--- config.mk ---
export PLATFORM = sky130hd
export DESIGN_NAME = dps_ctrl
export DESIGN_NICKNAME = d
export VERILOG_FILES = /design/src/rtl/dps_pkg.sv /design/src/rtl/dps_ctrl.sv
export SDC_FILE = /design/constraint.sdc
export NUM_CORES = 1
export LEC_CHECK = 0
export ABC_AREA = 1
export BUFFER_PORTS_ARGS = -buffer_cell sky130_fd_sc_hd__buf_2
export CAP_MARGIN = 15
export CORE_MARGIN = 3
export CORE_UTILIZATION = 54
export CTS_CLUSTER_SIZE = 16
export DETAILED_ROUTE_END_ITERATION = 10
export GPL_ROUTABILITY_DRIVEN = 1
export PLACE_DENSITY = 0.77
export SETUP_SLACK_MARGIN = 0.02
export SYNTH_ARGS = -nofsm -noshare
export SYNTH_HDL_FRONTEND = slang
export SYNTH_SLANG_ARGS = --single-unit
--- constraint.sdc ---
create_clock -name clk -period 8.05 [get_ports clk]
set_input_delay 0 -clock clk [delete_from_list [all_inputs] [get_ports clk]]
set_output_delay 0 -clock clk [all_outputs]
set_load 0.03 [all_outputs]
--- src/rtl/dps_pkg.sv ---
// Shared types, constants and register indexes of the straight-drive PD step controller.
`default_nettype none

package dps_pkg;

    // Default datapath widths for wheel position and heading.
    localparam int DEF_POSITION_WIDTH = 32;
    localparam int DEF_HEADING_WIDTH  = 24;

    // Fixed widths of the request, result and register fields.
    localparam int POS_IN_W    = 32;
    localparam int HEAD_IN_W   = 24;
    localparam int GAIN_W      = 16;
    localparam int DRIVE_W     = 14;
    localparam int BAND_W      = 16;
    localparam int TICK_W      = 10;
    localparam int OUT_W       = 15;
    localparam int CFG_INDEX_W = 8;
    localparam int CFG_DATA_W  = 16;
    localparam int IN_DATA_W   = 2 * POS_IN_W + 2 * HEAD_IN_W;
    localparam int OUT_DATA_W  = 32;

    // Output saturation in millivolts.
    localparam int OUT_LIMIT = 15000;

    // Q8.8 gains: the position term is divided by 256, the heading term by 256 * 100.
    localparam int FRAC_SHIFT = 8;
    localparam int HEAD_SCALE = 100;

    // The heading term is clamped to max_drive / 4, so its magnitude needs 12 bits.
    // Below the clamp, the scaled heading sum is under 4096 * 100 and fits 19 bits.
    // Division by 100 is done as a multiply by ceil(2^26 / 100) and a shift by 26,
    // exact for every dividend below 2^26 / 36.
    localparam int HEAD_LIM_W  = DRIVE_W - 2;
    localparam int HEAD_X_W    = 19;
    localparam int RECIP_W     = 20;
    localparam int RECIP_SHIFT = 26;
    localparam logic [RECIP_W-1:0] HEAD_RECIP = 20'd671089;

    // Register reset values.
    localparam logic [GAIN_W-1:0]  RST_POS_GAIN_P    = 16'd3840;
    localparam logic [GAIN_W-1:0]  RST_POS_GAIN_D    = 16'd25600;
    localparam logic [GAIN_W-1:0]  RST_FACE_GAIN_P   = 16'd25600;
    localparam logic [GAIN_W-1:0]  RST_FACE_GAIN_D   = 16'd65535;
    localparam logic [DRIVE_W-1:0] RST_MAX_DRIVE     = 14'd12000;
    localparam logic [DRIVE_W-1:0] RST_MIN_DRIVE     = 14'd2000;
    localparam logic [BAND_W-1:0]  RST_SETTLE_BAND   = 16'd10;
    localparam logic [TICK_W-1:0]  RST_TIMEOUT_TICKS = 10'd500;

    // Register indexes on the configuration port.
    localparam logic [CFG_INDEX_W-1:0] REG_POS_GAIN_P    = 8'd0;
    localparam logic [CFG_INDEX_W-1:0] REG_POS_GAIN_D    = 8'd1;
    localparam logic [CFG_INDEX_W-1:0] REG_FACE_GAIN_P   = 8'd2;
    localparam logic [CFG_INDEX_W-1:0] REG_FACE_GAIN_D   = 8'd3;
    localparam logic [CFG_INDEX_W-1:0] REG_MAX_DRIVE     = 8'd4;
    localparam logic [CFG_INDEX_W-1:0] REG_MIN_DRIVE     = 8'd5;
    localparam logic [CFG_INDEX_W-1:0] REG_SETTLE_BAND   = 8'd6;
    localparam logic [CFG_INDEX_W-1:0] REG_TIMEOUT_TICKS = 8'd7;

    // Request kinds.
    typedef enum logic {
        REQ_START = 1'b0,
        REQ_TICK  = 1'b1
    } req_t;

    // Per-request decision carried down the pipeline.
    typedef struct packed {
        logic drive;      // compute and apply drive on this request
        logic settled;    // no move active after this request
        logic timed_out;  // move ended by timeout on this request
        logic reverse;    // move runs backward
    } step_flags_t;

endpackage

`default_nettype wire

--- src/rtl/dps_ctrl.sv ---
// Request register, move state and error computation of the step controller.
`default_nettype none

module dps_ctrl
    import dps_pkg::*;
#(
    parameter int POSITION_WIDTH = DEF_POSITION_WIDTH,
    parameter int HEADING_WIDTH  = DEF_HEADING_WIDTH
)
(
    input  wire                               clk,
    input  wire                               rst_n,
    input  wire                               in_valid,
    output logic                              in_ready,
    input  wire                               req_type,
    input  wire  signed [POS_IN_W-1:0]        travel,
    input  wire  signed [POS_IN_W-1:0]        wheel_position,
    input  wire  signed [HEAD_IN_W-1:0]       heading_a,
    input  wire  signed [HEAD_IN_W-1:0]       heading_b,
    input  wire         [BAND_W-1:0]          settle_band,
    input  wire         [TICK_W-1:0]          timeout_ticks,
    output logic                              out_valid,
    input  wire                               out_ready,
    output step_flags_t                       out_flags,
    output logic        [POSITION_WIDTH-1:0]  out_err,
    output logic signed [POSITION_WIDTH:0]    out_derr,
    output logic signed [HEADING_WIDTH:0]     out_herr,
    output logic signed [HEADING_WIDTH+1:0]   out_hd
);

    localparam int PW     = POSITION_WIDTH;
    localparam int HW     = HEADING_WIDTH;
    localparam int PEXT_W = (PW > POS_IN_W) ? PW : POS_IN_W;
    localparam int HEXT_W = (HW > HEAD_IN_W) ? HW : HEAD_IN_W;

    // Input register.
    logic                        s0_valid_reg;
    req_t                        req_reg;
    logic signed [POS_IN_W-1:0]  travel_reg;
    logic signed [POS_IN_W-1:0]  wheel_reg;
    logic signed [HEAD_IN_W-1:0] head_a_reg;
    logic signed [HEAD_IN_W-1:0] head_b_reg;

    // Move state.
    logic [PW-1:0]     target_pos_reg,  target_pos_next;
    logic [HW-1:0]     target_head_reg, target_head_next;
    logic              reverse_reg,     reverse_next;
    logic [PW-1:0]     prev_err_reg,    prev_err_next;
    logic [HW:0]       prev_herr_reg,   prev_herr_next;
    logic [TICK_W-1:0] tick_reg,        tick_next;
    logic              active_reg,      active_next;

    // Output register of this stage.
    logic               s1_valid_reg;
    step_flags_t        flags_reg, flags_next;
    logic [PW-1:0]      err_reg;
    logic signed [PW:0] derr_reg;
    logic signed [HW:0] herr_reg;
    logic signed [HW+1:0] hd_reg;

    logic ready0, ready1, fire0;

    logic signed [PEXT_W-1:0]  wheel_ext, travel_ext;
    logic [PW-1:0]             pos, trav, tgt_eff, diff, err;
    logic signed [HEAD_IN_W:0] head_sum;
    logic signed [HEAD_IN_W-1:0] head_mean;
    logic signed [HEXT_W-1:0]  head_ext;
    logic [HW-1:0]             head;
    logic signed [HW:0]        herr;
    logic signed [HW+1:0]      hd;
    logic signed [PW:0]        derr;
    logic                      is_start, settle_hit, timeout_hit;

    assign ready1   = !s1_valid_reg || out_ready;
    assign ready0   = !s0_valid_reg || ready1;
    assign fire0    = s0_valid_reg && ready1;
    assign in_ready = ready0;

    // Positions wrap at the datapath width.
    assign wheel_ext  = PEXT_W'(wheel_reg);
    assign travel_ext = PEXT_W'(travel_reg);
    assign pos        = wheel_ext[PW-1:0];
    assign trav       = travel_ext[PW-1:0];

    // Heading is the floor of the mean of the two gyros.
    assign head_sum  = {head_a_reg[HEAD_IN_W-1], head_a_reg}
                     + {head_b_reg[HEAD_IN_W-1], head_b_reg};
    assign head_mean = head_sum[HEAD_IN_W:1];
    assign head_ext  = HEXT_W'(head_mean);
    assign head      = head_ext[HW-1:0];

    assign is_start = (req_reg == REQ_START);
    assign tgt_eff  = is_start ? pos + trav : target_pos_reg;
    assign diff     = tgt_eff - pos;
    assign err      = diff[PW-1] ? PW'(0) - diff : diff;
    assign derr     = $signed({1'b0, err}) - $signed({1'b0, prev_err_reg});

    assign herr = $signed({target_head_reg[HW-1], target_head_reg})
                - $signed({head[HW-1], head});
    assign hd   = $signed({herr[HW], herr}) - $signed({prev_herr_reg[HW], prev_herr_reg});

    assign settle_hit  = err < PW'(settle_band);
    assign timeout_hit = tick_reg >= timeout_ticks;

    always_comb
    begin
        target_pos_next  = target_pos_reg;
        target_head_next = target_head_reg;
        reverse_next     = reverse_reg;
        prev_err_next    = prev_err_reg;
        prev_herr_next   = prev_herr_reg;
        tick_next        = tick_reg;
        active_next      = active_reg;
        flags_next       = '0;
        flags_next.reverse = reverse_reg;

        priority if (is_start)
        begin
            // A start during a move simply restarts it.
            target_pos_next  = tgt_eff;
            target_head_next = head;
            reverse_next     = travel_reg[POS_IN_W-1];
            prev_err_next    = err;
            prev_herr_next   = '0;
            tick_next        = '0;
            active_next      = 1'b1;
        end
        else if (!active_reg)
        begin
            flags_next.settled = 1'b1;
        end
        else if (settle_hit)
        begin
            active_next        = 1'b0;
            flags_next.settled = 1'b1;
        end
        else if (timeout_hit)
        begin
            active_next          = 1'b0;
            flags_next.settled   = 1'b1;
            flags_next.timed_out = 1'b1;
        end
        else
        begin
            flags_next.drive = 1'b1;
            prev_err_next    = err;
            prev_herr_next   = herr;
            tick_next        = tick_reg + 1'b1;
        end
    end

    always_ff @(posedge clk or negedge rst_n)
    begin
        if (!rst_n)
        begin
            s0_valid_reg    <= 1'b0;
            s1_valid_reg    <= 1'b0;
            target_pos_reg  <= '0;
            target_head_reg <= '0;
            reverse_reg     <= 1'b0;
            prev_err_reg    <= '0;
            prev_herr_reg   <= '0;
            tick_reg        <= '0;
            active_reg      <= 1'b0;
        end
        else
        begin
            if (ready0)
            begin
                s0_valid_reg <= in_valid;
            end
            if (ready1)
            begin
                s1_valid_reg <= s0_valid_reg;
            end
            if (fire0)
            begin
                target_pos_reg  <= target_pos_next;
                target_head_reg <= target_head_next;
                reverse_reg     <= reverse_next;
                prev_err_reg    <= prev_err_next;
                prev_herr_reg   <= prev_herr_next;
                tick_reg        <= tick_next;
                active_reg      <= active_next;
            end
        end
    end

    always_ff @(posedge clk)
    begin
        if (in_valid && ready0)
        begin
            req_reg    <= req_t'(req_type);
            travel_reg <= travel;
            wheel_reg  <= wheel_position;
            head_a_reg <= heading_a;
            head_b_reg <= heading_b;
        end
        if (fire0)
        begin
            flags_reg <= flags_next;
            err_reg   <= err;
            derr_reg  <= derr;
            herr_reg  <= herr;
            hd_reg    <= hd;
        end
    end

    assign out_valid = s1_valid_reg;
    assign out_flags = flags_reg;
    assign out_err   = err_reg;
    assign out_derr  = derr_reg;
    assign out_herr  = herr_reg;
    assign out_hd    = hd_reg;

endmodule

`default_nettype wire

* Yosys cells after proc, flatten, opt, wreduce, memory -nomap -nowiden
Index checks and enable logic that the tools add are counted.
** Operators by class
- Add/subtract/negate cells :: 8
- Multiply operators :: 0
- Div/mod/pow operators :: 0
- Magnitude comparators :: 2
- Equal/unequal tests :: 3
- Shift operators :: 0
- Multiplexer cells :: 21
- Bitwise operators :: 2
- Reductions and logical operators :: 9
** Operators with widths (count)
- 32-bit two-way mux :: 6
- 25-bit two-way mux :: 4
- 10-bit two-way mux :: 4
- 32-bit by 32-bit subtractor with 33-bit output :: 1
- 32-bit adder :: 1
- 32-bit by 16-bit < comparator with 1-bit output :: 1
- 1-bit by 32-bit subtractor with 32-bit output (first input constant) :: 1
- 32-bit subtractor :: 1
- 25-bit by 25-bit subtractor with 26-bit output :: 1
- 24-bit by 24-bit adder with 25-bit output :: 1
- 24-bit by 24-bit subtractor with 25-bit output :: 1
- 10-bit by 1-bit adder with 10-bit output (second input constant) :: 1
- 10-bit >= comparator :: 1
- 1-bit two-way mux :: 6
- 2-bit != test (second input constant) :: 2
- 4-bit AND reduction :: 1
- 3-bit OR reduction :: 1
- 1-bit logical AND :: 2
- 1-bit logical NOT :: 2
- 1-bit logical OR :: 2
- 2-bit two-way mux :: 1
- 2-bit by 1-bit != test with 1-bit output (second input constant) :: 1
- 1-bit inverter :: 2
- 2-bit AND reduction :: 1
** Word-level totals
- Bits in registers :: 360
- Latch bits :: 0
- Bits in writable memories :: 0
- Memory bits (read-only) :: 0
- Input port bits :: 143
- Output and inout bits :: 122
- Word-level logic and storage cells :: 67
- Memories kept :: 0

* Depth between registers and ports, before layout
- Depth in word-level cells :: 9
- Mapped depth :: 53
- Mapped depth without buffers :: 52

* Worst setup path before layout
No wires, ideal clock.
- Path type :: register -> register
- Start point :: register wheel_reg[0], in the netlist pos[0]
- End point :: register derr_reg[29], in the netlist out_derr[29], data pin
- Library setup time :: 0.252 ns
- Arrival :: 7.367 ns
- Required time :: 7.798 ns
- Setup slack :: 0.431 ns
- Cell stages (with the launch flop) :: 50
- Path buffers :: 1
- Path through :: edfxtp_1 -> ha_1 -> inv_1 -> fa_1 -> nand3b_1 -> nand2_1 -> a21oi_1 -> o21ai_0 -> a21boi_0 -> o21ai_0 -> a21oi_1 -> o21ai_0 -> a21boi_0 -> o21ai_0 -> xnor2_1 -> nand2_1 -> o21ai_0 -> inv_1 -> [... 14 more ...] -> nand2_1 -> nor2_1 -> a211oi_1 -> o21ai_0 -> a21oi_1 -> inv_1 -> nand2_1 -> nand2_1 -> a21boi_0 -> o21ai_0 -> a21oi_1 -> o21ai_0 -> nand3_1 -> nand2_1 -> nand2_1 -> nand2_1 -> nand2_1 -> nand2_1
** Between the ends
- Elaborated cells between the ends (all ways) :: 6
** RTL lines
- start, declared :: line dps_ctrl.sv:40 : logic signed [POS_IN_W-1:0] wheel_reg;
- start signal, assigned :: line dps_ctrl.sv:195 : wheel_reg <= wheel_position;
- 32-bit adder :: line dps_ctrl.sv:93 : assign tgt_eff = is_start ? pos + trav : target_pos_reg;
- 32-bit two-way mux :: line dps_ctrl.sv:93
- net tgt_eff[26] :: line dps_ctrl.sv:64 : logic [PW-1:0] pos, trav, tgt_eff, diff, err;
- 32-bit subtractor :: line dps_ctrl.sv:94 : assign diff = tgt_eff - pos;
- 32-bit two-way mux :: line dps_ctrl.sv:95 : assign err = diff[PW-1] ? PW'(0) - diff : diff;
- net err[1] :: line dps_ctrl.sv:64
- 32-bit by 32-bit subtractor with 33-bit output :: line dps_ctrl.sv:96 : assign derr = $signed({1'b0, err}) - $signed({1'b0, prev_err_reg});
- net derr[29] :: line dps_ctrl.sv:71 : logic signed [PW:0] derr;
- end signal, assigned :: line dps_ctrl.sv:203 : derr_reg <= derr;
- end, declared :: line dps_ctrl.sv:57 : logic signed [PW:0] derr_reg;
The timed path passes the listed nets, and every way through them passes these cells.
A chain may end at the register's enable or synchronous reset.

* Worst setup path in the final report
- Start point :: register wheel_reg[0], in the netlist pos[0]
- End point :: register derr_reg[26], in the netlist out_derr[26], data pin
The elaborated chain is that of the path after synthesis.

==> metrics.txt <==
outcome=complete, no violations; mux cell area share after synthesis=0.0422%; antenna viol nets, final=0; Startpoint Class=register; Slew HR=32.4%; skew final=0.0180 ns; fin util=66.5%; Tmin final=7.50 ns; largest family of logic cells by synthesized area=simple AND/OR/NAND/NOR gates; Die Wd=216 um; final setup fails=0; Non-Filler Instances=4,005; Longest Clk Path Bufs=3; Tcrit/Tclk final=93.2%; Routed WL per cell=16.3 um; Synth Area in XOR/XNOR=4.98%; CTS root buf=clkbuf_16; Placer Congestion=0.962; placed cell count=3,814; worst-path maximum fanout=7; Worst EP arrival=7.80 ns; top_reg_cell synth=edfxtp_1; Pins Over Slew Limit=0; Num Clock Sinks=360; layout cells sized above 1=14.6%; Initial Utilization=54.8%; via count=21,200; largest net degree at the start of global routing=81; GR Util All Layers=28.2%; global-route wire length before repair=107 mm; die height=216 um; number of synthesized register bits=360; Crit path max-delay family=compound AO/OA/AOI/OAI gates; DRT Wirelength=65.4 mm; area of the mapped netlist=23,700 um^2; Rows=76; Detailed Route Iter0 Violations=1,495; TritonCTS buffer count=40; CP max stage cell=fa_1; Ports=265; Reg2Reg Depth=44; final hold slack=0.142 ns; Synth area leader=edfxtp_1; number of flip-flops in the largest register=33; CTS clk-pin slew, worst paths=0.08 ns; number of global-route vias before repair=21,000; leak pwr=0.0144 uW; share of the synthesized area in the top cell type=29.5%; Post-Synth Simple-Gate Area=23.5%; clk_lat worst skew=0.57 ns; most area-consuming cells after synthesis=edfxtp_1 29%, dfrtp_1 13%, nand2_1 13%, ha_1 10%, inv_1 7.5%; Filler Cell Count=3,512; Yosys cell types=53; Vias per Instance=5.28; cell count after synthesis=2,932; Async SR Flop Fraction=35.3%; DRC errors left=0; drt pass-1 iters=6; PD cells=483 nW/um^2; Worst-Margin Slew=1.01 ns; Post-Syn Area per Cell=8.09 um^2; post-synthesis compound-gate area fraction=9.01%; final hold vios=0; Hold Path Depth=2; Area Overhead vs Synth=21.2%; initial antenna violation count=0; adder-cell share of the synthesized area=10.7%; Worst Hold Class=in -> reg; H-tree levels=2; cell depth of the worst setup path=44; CP peak stage delay=0.40 ns; total power=13,900 uW; sequential fraction of the synthesis area=42.9%; Ys Warns=0; I/O Buffers=264; Detail Placement HPWL=47.7 mm; Critical Path RT=8.35 ns; crit path buf inv count=7; max cap viols=0; NumNets Final=3,730; total die area=46,500 um^2; Max Freq=0.133 GHz; CTS tree=yes; Post-synth EDFFs=233; Synth Net Count=3,274; n_diodes=0; Worst IR Drop VDD=0.000263 V; Post-CTS Setup Bufs=0; Most common cell on crit path=nand2_1; core area=43,300 um^2; crit end category=register; critical path type=reg -> reg; GR Overflow Total=0
==> cell usage in the layout (no fill, tap or decap), types with 43 or more instances in the layout <==
master,Yosys,layout
o21ai_0,137,130
inv_1,476,473
buf_2,9,263
dfrtp_1,127,127
buf_4,2,84
nand2_1,815,814
a21oi_1,179,173
nand4_1,101,101
dlygate4sd3_1,0,117
edfxtp_1,233,233
ha_1,193,193
nor2_1,175,174
nand3_1,122,122
xor2_1,90,90
xnor2_1,43,43
==> metrics by stage <==
step           worst slack [ns]  TNS, ns  area, um^2
3_3_place_gp              0.223        0       26300
6_report                  0.545        0       28800
2_1_floorplan             0.431        0       23700
5_1_grt                 -0.0187  -0.0187       28800
3_5_place_dp             0.0352        0       26300
4_1_cts                  0.0815        0       28700
==> final timing paths <==
kind | start | endpoint | slack [ns]
max | pos[0] | out_derr[26] | 0.55
min | wheel_position[0] | pos[0] | 0.14
max reg2reg | pos[0] | out_derr[26] | 0.55
min reg2reg | prev_herr_reg[9] | prev_herr_reg[9] | 0.47
max in group asynchronous | rst_n | target_pos_reg[9] | 6.54
min in group asynchronous | rst_n | prev_herr_reg[12] | 0.23
==> final cells by class <==
type | count | area [um^2] | share of cell area [%]
clock buffers | 45 | 1040 | 3.62
well taps | 585 | 732 | 2.55
repair buffers | 468 | 3200 | 11.1
multi-input cells | 2025 | 11500 | 40.0
flip-flops and latches | 360 | 10200 | 35.4
clock inverters | 29 | 258 | 0.896
inverters | 493 | 1860 | 6.45
==> Yosys cell counts, types with 6 or more instances <==
cell type / instances
a21boi_0: 11
a21o_1: 8
a21oi_1: 179
a31oi_1: 9
buf_2: 9
clkbuf_1: 37
dfrtp_1: 127
edfxtp_1: 233
fa_1: 6
ha_1: 193
inv_1: 476
inv_2: 16
nand2_1: 815
nand2_2: 13
nand3_1: 122
nand3b_1: 7
nand4_1: 101
nor2_1: 175
nor2_2: 16
nor3_1: 14
nor4_1: 9
o21a_1: 10
o21ai_0: 137
o21bai_1: 10
o31ai_1: 6
or2_2: 8
xnor2_1: 43
xor2_1: 90
==> timing repair <==
action / CTS / global route
gates resized for setup: 1 / 18
hold buffers: 117 / 0
setup endpoints to repair: 1 / 89
endpoints found under the hold margin: 192 / 0
pin swaps: 0 / 1
==> report_power, final <==
part | switching, uW | internal (uW)
clock | 804 | 1040
combinational | 5480 | 3260
sequential | 241 | 3050
==> logic make-up (layout without fill, tap and decap cells) <==
kind of cell	after synthesis	count (layout)
and+or+nand+nor	1301	1301
buffers and inverters	547	1035
AOI/OAI and AO/OA	390	390
DFF	360	360
adders and majority gates	199	199
xor gates and xnor gates	134	134
muxes	1	1
==> routing by layer <==
metal	share of wire [%]	global-route usage, %	vias up
met5	0	0	-
met4	3.5	10.1	0
met3	5.8	3.96	158
met2	46	45.8	683
met1	45	38.9	9809
li1	-	-	10500
No activity file was read; power rests on OpenSTA's default activity.
