==> config.mk <==
export PLATFORM = sky130hd
export DESIGN_NAME = dps_mix
export DESIGN_NICKNAME = d
export VERILOG_FILES = /design/src/rtl/dps_pkg.sv /design/src/rtl/dps_mix.sv
export SDC_FILE = /design/constraint.sdc
export NUM_CORES = 1
export LEC_CHECK = 0
export BUFFER_PORTS_ARGS = -buffer_cell sky130_fd_sc_hd__buf_2
export CAP_MARGIN = 20
export CORE_MARGIN = 2
export CORE_UTILIZATION = 50
export DETAILED_ROUTE_END_ITERATION = 8
export GPL_TIMING_DRIVEN = 1
export PLACE_DENSITY = 0.72
export SYNTH_ARGS = -nofsm -noshare
export SYNTH_HDL_FRONTEND = slang
export SYNTH_SLANG_ARGS = --single-unit
==> constraint.sdc <==
create_clock -name clk -period 3.2 [get_ports clk]
set_input_delay 0.16 -clock clk [delete_from_list [all_inputs] [get_ports clk]]
set_output_delay 0.16 -clock clk [all_outputs]
set_load 0.02 [all_outputs]
==> src/rtl/dps_pkg.sv <==
// Shared types, constants and register indexes of the straight-drive PD step controller.
`default_nettype none

package dps_pkg;

    // Default datapath widths for wheel position and heading.
    localparam int DEF_POSITION_WIDTH = 32;
    localparam int DEF_HEADING_WIDTH  = 24;

    // Fixed widths of the request, result and register fields.
    localparam int POS_IN_W    = 32;
    localparam int HEAD_IN_W   = 24;
    localparam int GAIN_W      = 16;
    localparam int DRIVE_W     = 14;
    localparam int BAND_W      = 16;
    localparam int TICK_W      = 10;
    localparam int OUT_W       = 15;
    localparam int CFG_INDEX_W = 8;
    localparam int CFG_DATA_W  = 16;
    localparam int IN_DATA_W   = 2 * POS_IN_W + 2 * HEAD_IN_W;
    localparam int OUT_DATA_W  = 32;

    // Output saturation in millivolts.
    localparam int OUT_LIMIT = 15000;

    // Q8.8 gains: the position term is divided by 256, the heading term by 256 * 100.
    localparam int FRAC_SHIFT = 8;
    localparam int HEAD_SCALE = 100;

    // The heading term is clamped to max_drive / 4, so its magnitude needs 12 bits.
    // Below the clamp, the scaled heading sum is under 4096 * 100 and fits 19 bits.
    // Division by 100 is done as a multiply by ceil(2^26 / 100) and a shift by 26,
    // exact for every dividend below 2^26 / 36.
    localparam int HEAD_LIM_W  = DRIVE_W - 2;
    localparam int HEAD_X_W    = 19;
    localparam int RECIP_W     = 20;
    localparam int RECIP_SHIFT = 26;
    localparam logic [RECIP_W-1:0] HEAD_RECIP = 20'd671089;

    // Register reset values.
    localparam logic [GAIN_W-1:0]  RST_POS_GAIN_P    = 16'd3840;
    localparam logic [GAIN_W-1:0]  RST_POS_GAIN_D    = 16'd25600;
    localparam logic [GAIN_W-1:0]  RST_FACE_GAIN_P   = 16'd25600;
    localparam logic [GAIN_W-1:0]  RST_FACE_GAIN_D   = 16'd65535;
    localparam logic [DRIVE_W-1:0] RST_MAX_DRIVE     = 14'd12000;
    localparam logic [DRIVE_W-1:0] RST_MIN_DRIVE     = 14'd2000;
    localparam logic [BAND_W-1:0]  RST_SETTLE_BAND   = 16'd10;
    localparam logic [TICK_W-1:0]  RST_TIMEOUT_TICKS = 10'd500;

    // Register indexes on the configuration port.
    localparam logic [CFG_INDEX_W-1:0] REG_POS_GAIN_P    = 8'd0;
    localparam logic [CFG_INDEX_W-1:0] REG_POS_GAIN_D    = 8'd1;
    localparam logic [CFG_INDEX_W-1:0] REG_FACE_GAIN_P   = 8'd2;
    localparam logic [CFG_INDEX_W-1:0] REG_FACE_GAIN_D   = 8'd3;
    localparam logic [CFG_INDEX_W-1:0] REG_MAX_DRIVE     = 8'd4;
    localparam logic [CFG_INDEX_W-1:0] REG_MIN_DRIVE     = 8'd5;
    localparam logic [CFG_INDEX_W-1:0] REG_SETTLE_BAND   = 8'd6;
    localparam logic [CFG_INDEX_W-1:0] REG_TIMEOUT_TICKS = 8'd7;

    // Request kinds.
    typedef enum logic {
        REQ_START = 1'b0,
        REQ_TICK  = 1'b1
    } req_t;

    // Per-request decision carried down the pipeline.
    typedef struct packed {
        logic drive;      // compute and apply drive on this request
        logic settled;    // no move active after this request
        logic timed_out;  // move ended by timeout on this request
        logic reverse;    // move runs backward
    } step_flags_t;

endpackage

`default_nettype wire

==> src/rtl/dps_mix.sv <==
// Left and right drive mixing, minimum-drive floor, saturation and the result register.
`default_nettype none

module dps_mix
    import dps_pkg::*;
(
    input  wire                       clk,
    input  wire                       rst_n,
    input  wire                       in_valid,
    output logic                      in_ready,
    input  step_flags_t               in_flags,
    input  wire  [DRIVE_W-1:0]        pos_mag,
    input  wire                       pos_neg,
    input  wire  [HEAD_LIM_W-1:0]     head_mag,
    input  wire                       head_neg,
    input  wire  [DRIVE_W-1:0]        min_drive,
    output logic                      out_valid,
    input  wire                       out_ready,
    output logic signed [OUT_W-1:0]   left_drive,
    output logic signed [OUT_W-1:0]   right_drive,
    output logic                      settled,
    output logic                      timed_out
);

    localparam int MIX_W = DRIVE_W + 3;
    localparam logic signed [MIX_W-1:0] LIMIT = MIX_W'(OUT_LIMIT);

    logic                     valid_reg;
    logic signed [OUT_W-1:0]  left_reg, right_reg;
    logic                     settled_reg, timed_out_reg;

    logic signed [MIX_W-1:0]  pos_val, head_val, left, right, lmag, floor_val;
    logic signed [MIX_W-1:0]  left_fin, right_fin;

    function automatic logic signed [MIX_W-1:0] sat(input logic signed [MIX_W-1:0] v);
        logic signed [MIX_W-1:0] r;
        r = v;
        if (v > LIMIT)
        begin
            r = LIMIT;
        end
        else if (v < -LIMIT)
        begin
            r = -LIMIT;
        end
        return r;
    endfunction

    assign in_ready = !valid_reg || out_ready;

    // Position term takes the direction of travel; heading term is differential.
    assign pos_val   = (pos_neg ^ in_flags.reverse) ? -$signed(MIX_W'(pos_mag))
                                                    : $signed(MIX_W'(pos_mag));
    assign head_val  = head_neg ? -$signed(MIX_W'(head_mag)) : $signed(MIX_W'(head_mag));
    assign left      = pos_val + head_val;
    assign right     = pos_val - head_val;
    assign lmag      = left[MIX_W-1] ? -left : left;
    assign floor_val = in_flags.reverse ? -$signed(MIX_W'(min_drive))
                                        : $signed(MIX_W'(min_drive));

    always_comb
    begin
        left_fin  = '0;
        right_fin = '0;
        if (in_flags.drive)
        begin
            // A small left drive lifts both sides to the minimum.
            if (lmag < $signed(MIX_W'(min_drive)))
            begin
                left_fin  = sat(floor_val);
                right_fin = sat(floor_val);
            end
            else
            begin
                left_fin  = sat(left);
                right_fin = sat(right);
            end
        end
    end

    always_ff @(posedge clk or negedge rst_n)
    begin
        if (!rst_n)
        begin
            valid_reg <= 1'b0;
        end
        else if (in_ready)
        begin
            valid_reg <= in_valid;
        end
    end

    always_ff @(posedge clk)
    begin
        if (in_valid && in_ready)
        begin
            left_reg      <= left_fin[OUT_W-1:0];
            right_reg     <= right_fin[OUT_W-1:0];
            settled_reg   <= in_flags.settled;
            timed_out_reg <= in_flags.timed_out;
        end
    end

    assign out_valid   = valid_reg;
    assign left_drive  = left_reg;
    assign right_drive = right_reg;
    assign settled     = settled_reg;
    assign timed_out   = timed_out_reg;

endmodule

`default_nettype wire

After elaboration in Yosys (flattened, before gate mapping)
Cells that the tools add are included.
{"block": "word_totals", "regBits": 33, "latch_bits": 0, "ramBits": 0, "romBits": 0, "in_bits": 50, "word_cells": 34, "memories": 0}
{"block": "classes", "add_sub_neg": 6, "mul": 0, "div": 0, "order_cmp": 7, "eq_ne": 0, "shifts": 0, "muxes": 12, "bitwise": 1, "reduce_logical": 3}
{"operator": "two-way mux 15 bit", "count": 8}
{"operator": "two-way mux 17 bit", "count": 4}
{"operator": "greater-than comparator 17 x 15 -> 1 bit (second input constant)", "count": 3}
{"operator": "< comparator 17 x 15 -> 1 bit (second input constant)", "count": 3}
{"operator": "negator 14 -> 17 bit", "count": 2}
{"operator": "adder 17 bit", "count": 1}
{"operator": "< comparator 17 x 15 -> 1 bit", "count": 1}
{"operator": "negator 12 -> 17 bit", "count": 1}
{"operator": "negator 17 bit", "count": 1}
{"operator": "subtractor 17 bit", "count": 1}
{"operator": "logical AND 1 bit", "count": 1}
{"operator": "zero test 1 bit", "count": 1}
{"operator": "logical OR 1 bit", "count": 1}
{"operator": "bitwise XOR 1 bit", "count": 1}

Longest topological paths before layout
Gate-level depths: netlist of the first run.
{"block": "logic_depth", "word_depth": 7, "ltp_mapped": 28, "mapped_depth_nobuf": 25}

Worst setup path before layout of the first run
Ideal clock, no wire load.
{"block": "synth_timing", "path_type": "input port to flip-flop", "startpoint": "input head_mag[6]", "endpoint": "register left_reg[4], in the netlist left_drive[4] (data pin)", "arrival_time_ns": 5.874, "t_required_ns": 2.939, "setup_slack_ns": -2.936, "cell_stages": 24, "path_buffers": 2, "cell_sequence": "or4_1 -> or2_2 -> o41ai_1 -> xnor2_1 -> ha_1 -> clkbuf_1 -> nand3_1 -> nor4b_1 -> o21ai_0 -> xnor2_1 -> clkbuf_1 -> o21ai_0 -> xnor2_1 -> ha_1 -> a21o_1 -> a21o_1 -> a221oi_1 -> o211ai_1 -> a221oi_1 -> nand3_1 -> nor3_1 -> nor3_2 -> o21ai_2 -> o2bb2a_1"}
{"block": "synth_via", "elab_chain_len": 7, "word_cells_on_any_way": 11, "cone_classes": "add/sub (3); order compare (3); mux (5)"}
{"element": "start, declared", "line": "dps_mix.sv:14", "text": "input wire [HEAD_LIM_W-1:0] head_mag,"}
{"element": "negator 12 -> 17 bit", "line": "dps_mix.sv:54", "text": "assign head_val = head_neg ? -$signed(MIX_W'(head_mag)) : $signed(MIX_W'(head_mag));"}
{"element": "two-way mux 17 bit (*)", "line": "dps_mix.sv:54"}
{"element": "adder 17 bit (*)", "line": "dps_mix.sv:55", "text": "assign left = pos_val + head_val;"}
{"element": "negator 17 bit or < comparator 17 x 15 -> 1 bit (tied branches)", "line": "dps_mix.sv:57, dps_mix.sv:42"}
{"element": "two-way mux 17 bit or two-way mux 15 bit (tied branches)", "line": "dps_mix.sv:57, dps_mix.sv:42"}
{"element": "< comparator 17 x 15 -> 1 bit or two-way mux 15 bit (tied branches)", "line": "dps_mix.sv:68, dps_mix.sv:38"}
{"element": "two-way mux 15 bit (*)", "line": "dps_mix.sv:68", "text": "if (lmag < $signed(MIX_W'(min_drive)))"}
{"element": "end signal, assigned", "line": "dps_mix.sv:97", "text": "left_reg <= left_fin[OUT_W-1:0];"}
{"element": "end, declared", "line": "dps_mix.sv:29", "text": "logic signed [OUT_W-1:0] left_reg, right_reg;"}
Every way passes the cells marked *; elsewhere a longest branch is shown, timed or not.
A chain may end at the register's enable or synchronous reset.

Final worst setup path of the first run
{"block": "layout_timing", "startpoint": "input head_mag[6]", "endpoint": "register left_reg[7], in the netlist left_drive[7] (data pin)"}
The elaborated chain is that of the path after synthesis.

==> qor.yml, run 1 <==
run_status:
  status: "finished with violations"
  violations: "setup timing"
clock_network:
  clockBufferDepth: 2
  cts_made_buffers: 5
  clkTransAtPathRegs_ns: 0.06
  clkLatencyLatePin_ns: 0.29
  clock_sinks: 33
  cts_tree: "done"
  htreeDepth: 2
  clockRootBuffer: "clkbuf_8"
synth:
  async_flop_share_pct: 3.03
  synth_seq_cells: 33
  syn_inst: 644
  ys_seq_area_share_pct: 19.1
  yosys_warnings: 0
  synth_fp_nets: 746
  synth_cell_types: 80
  synth_top_flop_cell: "edfxtp_1"
  synth_area_per_cell_um2: 8.02
  netlist_area_um2: 5170
  synth_edf_count: 32
timing:
  finalMaxSlewViolations: 0
  finalCritPeriodShare_pct: 166
  fmax_mhz: 188
  hold_viol_final: 0
  setup_viol: 30
  worstMarginPinSlew_ns: 0.726
  finalCriticalPeriod_ns: 5.33
  max_slew_margin_pct: 51.4
  clock_skew_ns: 0.00412
  whs_ns: 0.0509
  worst_slack_ns: -2.13
  rsz0062_at_grt: "true"
critical_path:
  criticalPathCategory: "primary input to flop"
  cp_num_buf_inv: 6
  crit_arrival_ns: 5.37
  r2r-start: "out_valid"
  reg2reg_depth: 3
  cpPeakStageDelay_ns: 0.55
  cpMostUsedCell: "o21ai_2"
  crit_path_top_delay_cell: "or4_4"
  crit_family: "compound AO/OA/AOI/OAI gates"
  endpoint_kind: "flop"
  required_ns: 3.25
  path_depth: 29
  crit_path_end: "left_drive[7]"
  worstPathMaxFanout: 8
  cp-start-kind: "primary input"
  r2r_slack_ns: 1.87
  r2r_end: "left_drive[0]"
  startpoint: "head_mag[6]"
pwr:
  p_leak_nw: 3.64
  fin_total_pwr_mw: 5.39
  powerDensity_nw_per_um2: 680
  vdd_drop_max_v: 0.000340
hold_path:
  hold_class: "primary input to flop"
  min_path_cells: 1
floorplanning:
  fp.dieH_um: 106
  core_region_area_um2: 10200
  fp.dieArea_um2: 11200
  num_rows: 37
  initial_utilization_pct: 50.7
  ios: 84
  die_x_um: 106
grt:
  grtUsageTotal_pct: 30.7
  grt-ovfl-total: 0
  antenna_found_initial: 0
  grt_max_degree: 33
  grt_pass1_vias: 6081
  grt_pass1_wl_mm: 28.1
layout:
  final_cell_area_um2: 7930
  n_antenna_cell: 0
  fillers: 710
  drive_gt1_share_pct: 42.0
  area_delta_synth_final_pct: 53.5
  finalNetCount: 1037
place:
  place_ws_ns: -2.61
  io_buffers: 83
  place_area_um2: 7390
  globalplace.congestion: 0.931
  place_hpwl_mm: 13.8
run:
  drv_cap: 0
detailed_routing:
  drc: 0
  drt_pass1_iterations: 6
  wirelength_mm: 17.4
  antenna_left: 0
  drt_iter0_drc: 358
  wl_per_cell_um: 16.2
  vias: 6132
  viasPerCell: 5.72
[how the worst min path moves through the flow]
stage / from / end / slack (ns)
2_1_floorplan: rst_n / out_valid / -0.14
3_3_place_gp: rst_n / out_valid / -0.06
3_5_place_dp: rst_n / out_valid / -0.06
4_1_cts: in_flags[2] / settled / 0.05
5_1_grt: in_flags[2] / settled / 0.06
6_report: in_flags[2] / settled / 0.05
[through the flow]
step           instances  setup TNS (ns)  utilization, %
6_report            1072          -61.33            77.9
3_3_place_gp        1051          -68.81            72.5
3_5_place_dp        1051          -76.26            72.5
5_1_grt             1072          -70.74            77.9
4_1_cts             1069          -56.65            76.8
2_1_floorplan        644          -65.62               -
[final cells by class]
| cell class | count | area [um^2] | share of cell area [%] |
|---|---|---|---|
| Tap cell | 136 | 170 | 2.15 |
| Clock buffer | 7 | 96.3 | 1.22 |
| Multi-Input combinational cell | 540 | 4350 | 54.9 |
| Timing Repair Buffer | 305 | 2130 | 26.9 |
| Inverter | 50 | 188 | 2.37 |
| Clock inverter | 1 | 5.00 | 0.0631 |
| Sequential cell | 33 | 986 | 12.4 |
[synth_stat cells, types with 15 or more instances]
cell type / count / area (um^2)
xnor2_1: 64 / 561
nor2_1: 52 / 195
ha_1: 50 / 626
inv_1: 50 / 188
nand2_1: 41 / 154
a21oi_1: 37 / 185
o21ai_0: 35 / 175
edfxtp_1: 32 / 961
o31ai_1: 20 / 150
nand2b_1: 17 / 106
nand3_1: 15 / 75.1
xor2_1: 15 / 131
[cell usage in the layout, fill, tap and decap left out, drive strengths merged, types with 13 or more instances in the layout]
master  instances
ha             50
nand3          15
nor2           52
xnor2          64
nand2b         17
edfxtp         32
a21oi          37
nor3           13
inv            50
nand2          41
o21ai          37
a21o           13
xor2           15
buf           304
o31ai          21
[worst register-to-register path: cells and delay by family (launching register included)]
family	cells	cell delay (ns)
flip-flops	1	0.37
AND/OR/NAND/NOR	2	0.25
buffers and inverters	1	0.36
[logic make-up (layout without fill, tap and decap cells)]
| kind of cell | count (synthesis) | count (layout) | synth area share (%) |
|---|---|---|---|
| AO/OA/AOI/OAI | 209 | 209 | 28.7 |
| multiplexers | 1 | 1 | 0.194 |
| flip-flops | 33 | 33 | 19.1 |
| adder cells (fa/ha/maj) | 52 | 52 | 12.9 |
| buffers and inverters | 71 | 363 | 5.47 |
| XOR/XNOR | 79 | 79 | 13.4 |
| AND/OR/NAND/NOR | 199 | 199 | 20.2 |
[layer usage]
| metal | GRT usage, % | routed length [um] | up-vias |
|---|---|---|---|
| met2 | 56.9 | 8680 | 248 |
| met5 | 0 | 0 | - |
| met3 | 2.54 | 818 | 83 |
| met4 | 15.5 | 900 | 0 |
| met1 | 35.1 | 6990 | 2831 |
| li1 | - | - | 2970 |
[report_power, final]
| part | leakage, nW | switching (mW) | internal, mW |
|---|---|---|---|
| clock network | 0.0542 | 0.148 | 0.194 |
| logic | 3.27 | 2.26 | 2.14 |
| registers | 0.323 | 0.0190 | 0.634 |
| total | 3.64 | 2.42 | 2.97 |
[timing repair]
item	in CTS	in global routing
pin swaps	24	6
endpoints found under the setup margin	30	30
gates resized for setup	62	14
buffers inserted	9	3
hold buffers	1	0
hold endpoints to repair	1	0
Power figures use the tool's default switching activity.
==> inputs of run 2 (changes only) <==
--- a/config.mk
+++ b/config.mk
@@ -5,13 +5,14 @@
 export SDC_FILE = /design/constraint.sdc
 export NUM_CORES = 1
 export LEC_CHECK = 0
+export ABC_AREA = 1
 export BUFFER_PORTS_ARGS = -buffer_cell sky130_fd_sc_hd__buf_2
-export CAP_MARGIN = 20
+export CAP_MARGIN = 5
 export CORE_MARGIN = 2
 export CORE_UTILIZATION = 50
 export DETAILED_ROUTE_END_ITERATION = 8
 export GPL_TIMING_DRIVEN = 1
-export PLACE_DENSITY = 0.72
+export PLACE_DENSITY = 0.71
 export SYNTH_ARGS = -nofsm -noshare
 export SYNTH_HDL_FRONTEND = slang
 export SYNTH_SLANG_ARGS = --single-unit
==> qor.yml, run 2 <==
run_status:
  status: "finished with violations"
  violations: "setup timing"
clock_network:
  clkLatencyLatePin_ns: 0.27  # -0.02 ns
  clockBufferDepth: 2  # unchanged
  cts_made_buffers: 5  # unchanged
  clock_sinks: 33  # unchanged
  clkTransAtPathRegs_ns: 0.05  # about the same
  clockRootBuffer: "clkbuf_16"
  htreeDepth: 2  # unchanged
  cts_tree: "done"
synth:
  yosys_warnings: 0  # unchanged
  async_flop_share_pct: 3.03  # unchanged
  synth_top_flop_cell: "edfxtp_1"
  synth_common_cells: "nand2_1, inv_1, nor2_1"
  netlist_area_um2: 5920  # +15%
  synth_seq_cells: 33  # unchanged
  syn_inst: 1046  # +62%
  synth_fp_nets: 1148  # +54%
  synth_area_per_cell_um2: 5.66  # -29%
  ys_seq_area_share_pct: 16.6  # -2.4 points
  synth_top_area_share_pct: 22.4  # +3.8 points
  synth_cell_types: 42  # -48%
  netlist.top_cell.by_area: "nand2_1"
  netlist_top_cells_area: "nand2_1, edfxtp_1, inv_1"
  synth_edf_count: 32  # unchanged
  yosysMostFrequentCell: "nand2_1"
critical_path:
  cp-start-kind: "primary input"
  endpoint_kind: "flop"
  required_ns: 3.20  # -0.05 ns
  criticalPathCategory: "primary input to flop"
  startpoint: "pos_mag[4]"
  crit_path_top_delay_cell: "ha_1"
  r2r-start: "out_valid"
  r2r_slack_ns: 1.96  # +0.09 ns
  worstPathMaxFanout: 8  # unchanged
  crit_arrival_ns: 4.61  # -0.76 ns
  cpPeakStageDelay_ns: 0.31  # -0.24 ns
  r2r_end: "right_drive[0]"
  crit_path_end: "right_drive[5]"
  reg2reg_depth: 2  # -1
layout:
  layout_common_cells: "nand2_1, buf_4, inv_1, nor2_1, buf_2"
  drive_gt1_share_pct: 30.8  # -11 points
  fillers: 944  # +33%
  finalNetCount: 1441  # +39%
  layout_commonest_cell: "nand2_1"
  post-route-util_pct: 75.6  # -2.3 points
  area_delta_synth_final_pct: 46.3
  n_antenna_cell: 0  # unchanged
run:
  drv_cap: 0  # unchanged
timing:
  worstMarginPinSlew_ns: 0.593  # -0.133 ns
  rsz0062_at_grt: "true"
  clock_skew_ns: 0.00304  # -0.00108 ns
  worst_slack_ns: -1.41  # +0.716 ns
  fmax_mhz: 217  # +16%
  hold_viol_final: 0  # unchanged
  finalCritPeriodShare_pct: 144  # -22 points
  finalMaxSlewViolations: 0  # unchanged
  tns_ns: -40.62  # +20.72 ns
  max_slew_margin_pct: 60.1  # +8.7 points
  finalCriticalPeriod_ns: 4.61  # -0.716 ns
  setup_viol: 30  # unchanged
grt:
  grt_pass1_wl_mm: 30.6  # +9.0%
  grt-ovfl-total: 0  # unchanged
  grt_max_degree: 33  # unchanged
  antenna_found_initial: 0  # unchanged
  grtUsageTotal_pct: 29.1  # -1.7 points
  grt_pass1_vias: 6899  # +13%
detailed_routing:
  wirelength_mm: 19.0  # +9.1%
  drt_iter0_drc: 500  # +40%
  drt_pass1_iterations: 7  # +1
  wl_per_cell_um: 12.8  # -21%
  viasPerCell: 4.97  # -13%
  vias: 7373  # +20%
  drc: 0  # unchanged
  antenna_left: 0  # unchanged
pwr:
  p_sw_share_pct: 46.8  # +1.8 points
  seqPwrFrac_pct: 12.7  # +0.6 points
  powerDensity_nw_per_um2: 539  # -21%
  combinationalPowerShare_pct: 76.1  # -5.4 points
  switching_power_mw: 2.19  # -9.7%
  p_leak_nw: 4.97  # +36%
  vdd_drop_max_v: 0.000767  # +130%
  pwr-share-clk_pct: 11.2  # +4.8 points
  power.internal_mw: 2.49  # -16%
floorplanning:
  initial_utilization_pct: 51.7  # +0.94 points
  core_region_area_um2: 11500  # +13%
  num_rows: 39  # +5.4%
  fp.dieH_um: 113  # +6.8%
  die_x_um: 113  # +6.8%
  ios: 84  # unchanged
  fp.dieArea_um2: 12700  # +14%
hold_path:
  hold_class: "primary input to flop"
place:
  globalplace.congestion: 0.968  # +3.9%
  io_buffers: 83  # unchanged
  place_hpwl_mm: 15.6  # +12%
## run 2: area by class of cell
cell class / count / area, um^2 / share of cell area [%]
Multi-Input combinational cell: 817 / 4550 / 52.5
Timing Repair Buffer: 302 / 2110 / 24.3
Sequential cell: 33 / 986 / 11.4
Inverter: 180 / 686 / 7.91
Tap cell: 143 / 179 / 2.06
Clock buffer: 6 / 129 / 1.49
Clock inverter: 2 / 33.8 / 0.390
## run 2: timing repair
action                                  in CTS  in global routing
hold buffers                                 1                  0
pin swaps                                    3                 41
endpoints found under the setup margin      30                 30
hold endpoints to repair                     1                  0
resized for setup                           20                 63
setup buffers                                3                  3
cloned                                       1                  0
## run 2: per-layer routing
metal | vias up | wire length (um) | part of all wire [%] | global-route usage [%]
li1 | 3856 | - | - | -
met1 | 3273 | 7640 | 40 | 32.6
met2 | 193 | 9970 | 53 | 57.5
met3 | 51 | 659 | 3.5 | 1.93
met4 | 0 | 709 | 3.7 | 9.59
met5 | - | 0 | 0 | 0
## run 2: worst min path at each step
| stage | from | to | slack (ns) | cells after the start |
|---|---|---|---|---|
| final | in_flags[1] | timed_out | 0.06 | 1 |
| after global routing | in_flags[2] | settled | 0.06 | 1 |
| after CTS | in_flags[2] | settled | 0.07 | 1 |
| after detailed placement | rst_n | out_valid | -0.06 | 1 |
| after global placement | rst_n | out_valid | -0.07 | 1 |
| after floorplan | rst_n | out_valid | -0.14 | 0 |
## run 2: cell families (layout without fill, tap and decap cells)
kind of cell,Yosys count,after routing,synth area share (%)
adder cells (fa/ha/maj),52,52,11.2
AND/OR/NAND/NOR,635,636,44.6
XOR/XNOR,39,39,6.08
buffers and inverters,197,490,13.4
flip-flops,33,33,16.6
AO/OA/AOI/OAI,90,90,8.03
## run 2: stage by stage
step	setup slack, ns	total power [mW]	hold slack [ns]	instances	area [um^2]
4_1_cts	-1.30	4.44	0.0663	1480	8360
5_1_grt	-1.76	5.09	0.0589	1483	8670
3_3_place_gp	-1.56	3.79	-0.0653	1467	8070
3_5_place_dp	-1.69	3.84	-0.0647	1467	8070
2_1_floorplan	-1.11	2.55	-0.136	1046	6020
6_report	-1.41	4.68	0.0642	1483	8670
## run 2: worst max-delay path, delay by kind of cell
kind	cells	cell delay, ns
buffers and inverters	5	0.43
and+or+nand+nor	29	2.87
adders and majority gates	2	0.60
xor gates and xnor gates	2	0.39
AOI/OAI and AO/OA	1	0.15
## run 2: power by group through the flow
stage	Combinational, mW	Sequential, mW	Clock [mW]
final	3.56	0.592	0.523
after global routing	3.94	0.597	0.546
after CTS	3.32	0.593	0.521
after detailed placement	3.24	0.599	0
after global placement	3.20	0.597	0
after floorplan	1.87	0.682	0
